--- src/spring_damper_force_core_defines.svh ---
// Assertion macros used by the item queue of the spring damper force core.
`ifndef SPRING_DAMPER_FORCE_CORE_DEFINES_SVH
`define SPRING_DAMPER_FORCE_CORE_DEFINES_SVH

// Checks a condition in the same cycle as its trigger.
`define SDF_ASSERT_NOW(label, ante, cons, msg) \
   label: assert property (@(posedge clock) disable iff (reset) (ante) |-> (cons)) \
      else $error(msg);

// Checks a condition in the cycle after its trigger.
`define SDF_ASSERT_NEXT(label, ante, cons, msg) \
   label: assert property (@(posedge clock) disable iff (reset) (ante) |=> (cons)) \
      else $error(msg);

`endif

--- src/sdf_pkg.sv ---
// Shared widths, register indexes and item types of the spring damper force core.
package sdf_pkg;

   localparam int COORD_W      = 32;
   localparam int DIFF_W       = 33;
   localparam int MAG_W        = 32;
   localparam int SQ_W         = 64;
   localparam int SUM_W        = 66;
   localparam int ROOT_W       = 34;
   localparam int REM_W        = 68;
   localparam int QUO_W        = 30;
   localparam int CFG_W        = 31;
   localparam int CSR_IDX_W    = 2;
   localparam int FRONT_STAGES = 3;
   localparam int E_FRAC       = 29;
   localparam int Q_FRAC       = 16;

   localparam logic [CSR_IDX_W-1:0] CSR_STIFFNESS = 2'd0;
   localparam logic [CSR_IDX_W-1:0] CSR_DAMPING   = 2'd1;
   localparam logic [CSR_IDX_W-1:0] CSR_REST      = 2'd2;

   localparam logic [CFG_W-1:0] STIFFNESS_RESET = 31'd65536;
   localparam logic [CFG_W-1:0] DAMPING_RESET   = 31'd0;
   localparam logic [CFG_W-1:0] REST_RESET      = 31'd65536;

   typedef struct packed {
      logic [CFG_W-1:0] stiffness;
      logic [CFG_W-1:0] damping;
      logic [CFG_W-1:0] rest;
   } cfg_type;

   typedef struct packed {
      logic [2:0]              d_neg;
      logic [2:0][MAG_W-1:0]   d_mag;
      logic [2:0][DIFF_W-1:0]  dv;
      logic                    coincident;
   } geom_type;

   typedef struct packed {
      geom_type          geom;
      logic [SUM_W-1:0]  sq_sum;
   } item_type;

   typedef struct packed {
      logic      valid;
      item_type  item;
   } item_beat_type;

   typedef struct packed {
      logic               valid;
      geom_type           geom;
      logic [ROOT_W-1:0]  root;
   } root_beat_type;

endpackage

--- src/sdf_queue.sv ---
// Short item queue between the front end and the square root.
`include "spring_damper_force_core_defines.svh"
module sdf_queue import sdf_pkg::*; #(
   parameter int DEPTH = 8
) (
   input  logic           clock,
   input  logic           reset,
   input  item_beat_type  push,
   output item_beat_type  pop,
   output logic           busy
);

   localparam int PTR_W = $clog2(DEPTH);
   localparam int CNT_W = $clog2(DEPTH + 1);
   localparam int LIMIT = DEPTH - FRONT_STAGES - 1;

   item_type            mem [DEPTH];
   logic [PTR_W-1:0]    wr_ptr_ff, wr_ptr_in;
   logic [PTR_W-1:0]    rd_ptr_ff, rd_ptr_in;
   logic [CNT_W-1:0]    count_ff, count_in;
   logic                pop_valid_ff;
   item_type            pop_item_ff;
   logic                pop_en;

   assign pop_en = (count_ff != '0);

   always_comb begin
      wr_ptr_in = wr_ptr_ff;
      rd_ptr_in = rd_ptr_ff;
      count_in  = count_ff;
      if (push.valid) begin
         wr_ptr_in = (wr_ptr_ff == PTR_W'(DEPTH - 1)) ? '0 : wr_ptr_ff + PTR_W'(1);
      end
      if (pop_en) begin
         rd_ptr_in = (rd_ptr_ff == PTR_W'(DEPTH - 1)) ? '0 : rd_ptr_ff + PTR_W'(1);
      end
      if (push.valid && !pop_en) begin
         count_in = count_ff + CNT_W'(1);
      end else if (!push.valid && pop_en) begin
         count_in = count_ff - CNT_W'(1);
      end
   end

   always_ff @(posedge clock) begin
      if (push.valid) begin
         mem[wr_ptr_ff] <= push.item;
      end
      if (pop_en) begin
         pop_item_ff <= mem[rd_ptr_ff];
      end
   end

   always_ff @(posedge clock) begin
      if (reset) begin
         wr_ptr_ff    <= '0;
         rd_ptr_ff    <= '0;
         count_ff     <= '0;
         pop_valid_ff <= 1'b0;
      end else begin
         wr_ptr_ff    <= wr_ptr_in;
         rd_ptr_ff    <= rd_ptr_in;
         count_ff     <= count_in;
         pop_valid_ff <= pop_en;
      end
   end

   // Leaves room for every item still inside the front end.
   assign busy       = (count_ff > CNT_W'(LIMIT));
   assign pop.valid  = pop_valid_ff;
   assign pop.item   = pop_item_ff;

   `SDF_ASSERT_NOW(a_count_bound, 1'b1, count_ff <= CNT_W'(DEPTH), "queue count above depth")
   `SDF_ASSERT_NOW(a_no_overflow, push.valid && !pop_en, count_ff < CNT_W'(DEPTH), "item pushed into full queue")
   `SDF_ASSERT_NEXT(a_read_follows, pop_en, pop_valid_ff, "queue read did not produce an item")
   `SDF_ASSERT_NEXT(a_count_grows, push.valid && !pop_en, count_ff == $past(count_ff) + CNT_W'(1), "queue count did not grow")

endmodule

--- config.mk ---
export PLATFORM = sky130hd
export DESIGN_NAME = sdf_queue
export DESIGN_NICKNAME = d
export VERILOG_FILES = /design/src/sdf_pkg.sv /design/src/sdf_queue.sv
export VERILOG_INCLUDE_DIRS = /design/src /design/src/src
export SDC_FILE = /design/constraint.sdc
export NUM_CORES = 2
export LEC_CHECK = 0
export BUFFER_PORTS_ARGS = -buffer_cell sky130_fd_sc_hd__buf_4
export CAP_MARGIN = 20
export CORE_MARGIN = 4
export CORE_UTILIZATION = 35
export CTS_BUF_LIST = sky130_fd_sc_hd__clkbuf_4 sky130_fd_sc_hd__clkbuf_8
export DETAILED_ROUTE_END_ITERATION = 6
export SLEW_MARGIN = 10
export SYNTH_ARGS = -nofsm -noshare
export SYNTH_HDL_FRONTEND = slang
export SYNTH_SLANG_ARGS = --single-unit
--- constraint.sdc ---
create_clock -name clock -period 21.6 [get_ports clock]
set_input_delay 1.08 -clock clock [delete_from_list [all_inputs] [get_ports clock]]
set_output_delay 1.08 -clock clock [all_outputs]
set_load 0.01 [all_outputs]
==> metrics.md <==
| Metric | Value |
|---|---|
| Status | `finished, final reports clean` |
| Area Growth Syn to Fin | `17.2%` |
| CP Launch Type | `flip-flop` |
| Fin worst setup slack | `16.16 ns` |
| I/O pins | `535` |
| TritonRoute pass-1 iters | `5` |
| Worst Skew | `0.111 ns` |
| Die Area | `260000 um^2` |
| Nets | `4522` |
| DRT antenna net count | `0` |
| Comb power frac | `21.5%` |
| Vias in the first global route | `41250` |
| Synth area leaders | `edfxtp_1 81%, mux4_2 14%, mux2_2 3.4%` |
| Net switching power | `3.22 mW` |
| CTS Sinks | `2396` |
| Post-Route WL | `191000 um` |
| GPL Wtd Cong | `0.705` |
| Most Frequent Cell on Critical Path | `buf_4` |
| RSZ-0062 raised after global routing | `no` |
| Initial antenna violation count | `33` |
| Synth Register Bits | `2396` |
| Synth Net Count | `3672` |
| Vias | `38516` |
| Max VDD drop | `0.0000811 V` |
| Internal cell power | `8.95 mW` |
| Most common cell after layout, fill and taps aside | `edfxtp_1` |
| Layout cell share with drive strength beyond 1 | `44.0%` |
| Core area | `250000 um^2` |
| Worst slew pin tran | `1.09 ns` |
| Yosys warns | `0` |
| Final HPWL DP | `104000 um` |
| Final setup TNS | `0 ns` |
| CTS root buffer | `clkbuf_8` |
| H-tree Lvls | `5` |
| Kind of critical path | `reg -> reg` |
| Sw Share | `26.4%` |
| Initial core utilization | `35.3%` |
| Crit end category | `flip-flop` |
| Routed WL per cell | `24.3 um` |
| Post-synthesis cell count | `3399` |
| Crit path cell chain | `buf_4 -> buf_12 -> buf_4 -> buf_4 -> mux4_2 -> mux2_2` |
| Slew HR | `27.7%` |
| Total CTS buffers | `394` |
| Largest net degree at the start of global routing | `123` |
| HP Class | `in -> reg` |
| Final worst-path cycle share | `25.2%` |
| CTS Hold Buffers Added | `0` |
| Data arrival, critical path | `6.16 ns` |
| Quantity of gates resized following cts | `0` |
| Cell Pwr Density | `118 nW/um^2` |
| Leak | `32.8 nW` |
| Site Rows | `183` |
| Setup Buffers After CTS | `0` |
| Slowest cell on crit path | `buf_4` |
| First-pass GRT wire length | `281000 um` |
| Data required time of the critical path | `22.32 ns` |
| Sequential cell area fraction in the yosys report | `81.5%` |
| Final Max Slew Viols | `0` |
| TritonCTS clock tree | `done` |
| DIE WIDTH | `510 um` |
| Clk pwr share | `30.2%` |
| CTS clk-pin slew, worst paths | `0.06 ns` |
| GRT overflow | `0` |
| Count of unique library cells instantiated by Yosys | `25` |
| Max-Cap Viols | `0` |
| Crit path largest cell delay | `0.90 ns` |
| Fin util | `41.4%` |
| Endpoints failing hold | `0` |
| Final Setup Violations | `0` |
| Fin crit period | `5.44 ns` |
| Sequential power share | `48.3%` |
| Total Routing Usage GR | `14.5%` |
| Port Buffer Count | `534` |
| Post-synth top area share | `81.3%` |
| Place WS | `15.96 ns` |
| Clock latency on the worst-skew pair | `1.05 ns` |
| Worst-path fanout max | `91` |
| Synth area leader | `edfxtp_1` |
| Fmax | `0.184 GHz` |
| Post-synthesis cell area | `88100 um^2` |
| Initial DRC Count | `3018` |
| Die Span Y | `510 um` |
| DRC | `0` |
| Via density per instance | `4.89` |
| Syn Area/Cell | `25.9 um^2` |
| Most frequent cells in the layout | `2385 x edfxtp_1, 596 x buf_4, 530 x mux4_2, 400 x clkbuf_8, 267 x mux2_2` |
| Clk buf depth | `4` |
-- metrics by stage --
step | power [mW] | std cells | instance area (um^2) | hold slack, ns
floorplan | 7.71 | 3399 | 88100 | 0.503
global route | 12.8 | 7860 | 103000 | 0.101
finish | 12.2 | 7870 | 103000 | 0.259
detailed placement | 8.67 | 7183 | 96000 | 0.548
global placement | 8.65 | 7183 | 96000 | 0.535
CTS | 12.4 | 7854 | 103000 | 0.0725
-- path summary, 6_finish.rpt --
| kind | startpoint | depth (start not counted) | endpoint | slack, ns |
|---|---|---|---|---|
| worst min-delay path | push[50] | 1 | mem[5][50] | 0.26 |
| worst max-delay path | rd_ptr_ff[0] | 6 | pop[158] | 16.16 |
| worst max register to register | rd_ptr_ff[0] | 6 | pop[158] | 16.16 |
| worst min register to register | wr_ptr_ff[2] | 2 | wr_ptr_ff[2] | 0.57 |
-- kinds of logic after synthesis --
logic type               synth area share (%)
AO/OA/AOI/OAI                          0.0568
XOR/XNOR                               0.0199
adder cells (fa/ha/maj)                0.0710
buffers and inverters                    1.12
flip-flops                               81.5
multiplexers                             17.0
AND/OR/NAND/NOR                         0.200
-- synth_stat cells --
| master | count |
|---|---|
| a21oi_1 | 6 |
| nor4_2 | 1 |
| o21ai_0 | 4 |
| buf_6 | 53 |
| nor3_1 | 2 |
| or4_1 | 1 |
| xor2_1 | 2 |
| clkbuf_1 | 48 |
| or3_1 | 3 |
| mux2_2 | 267 |
| mux4_2 | 530 |
| mux2i_1 | 3 |
| inv_1 | 1 |
| or3b_2 | 1 |
| buf_4 | 1 |
| edfxtp_1 | 2385 |
| buf_2 | 13 |
| buf_1 | 36 |
| nand2b_1 | 5 |
| nand3b_1 | 1 |
| nor2b_1 | 2 |
| ha_1 | 5 |
| nand2_1 | 4 |
| dfxtp_1 | 11 |
| nor2_1 | 14 |
-- power by group through the flow --
stage | clock network, mW | logic (mW) | registers [mW]
after floorplan | 0 | 1.62 | 6.09
after global placement | 0 | 2.66 | 5.99
after detailed placement | 0 | 2.68 | 5.99
after CTS | 3.81 | 2.69 | 5.90
after global routing | 4.03 | 2.82 | 5.91
final | 3.68 | 2.61 | 5.88
-- critical path: cells and delay by family (launching register included) --
family                 cells  cell delay (ns)
buffers and inverters      4             2.90
multiplexers               2             0.88
flip-flops                 1             0.89
-- area by class of cell --
cell class	count	area, um^2
fillers	21623	146000
repair buffers	605	4650
multi-input cells	851	15300
well taps	3330	4170
diodes	16	40.0
clock inverters	148	788
flip-flops and latches	2396	71900
clock buffers	523	6430
inverters	1	11.3
-- state kept, by name, indices dropped and copies added (netlist names) --
register	count
mem	2120
pop	265
count_ff	4
rd_ptr_ff	3
wr_ptr_ff	3
pop_valid_ff	1
-- routing by layer --
metal	GRT usage [%]	up-vias	part of all wire, %
li1	-	16397	-
met1	19.1	20691	41
met2	23.6	1054	49
met3	4.20	340	6.9
met4	4.31	34	2.3
met5	0	-	0.13
No activity file was read; power rests on OpenSTA's default activity.
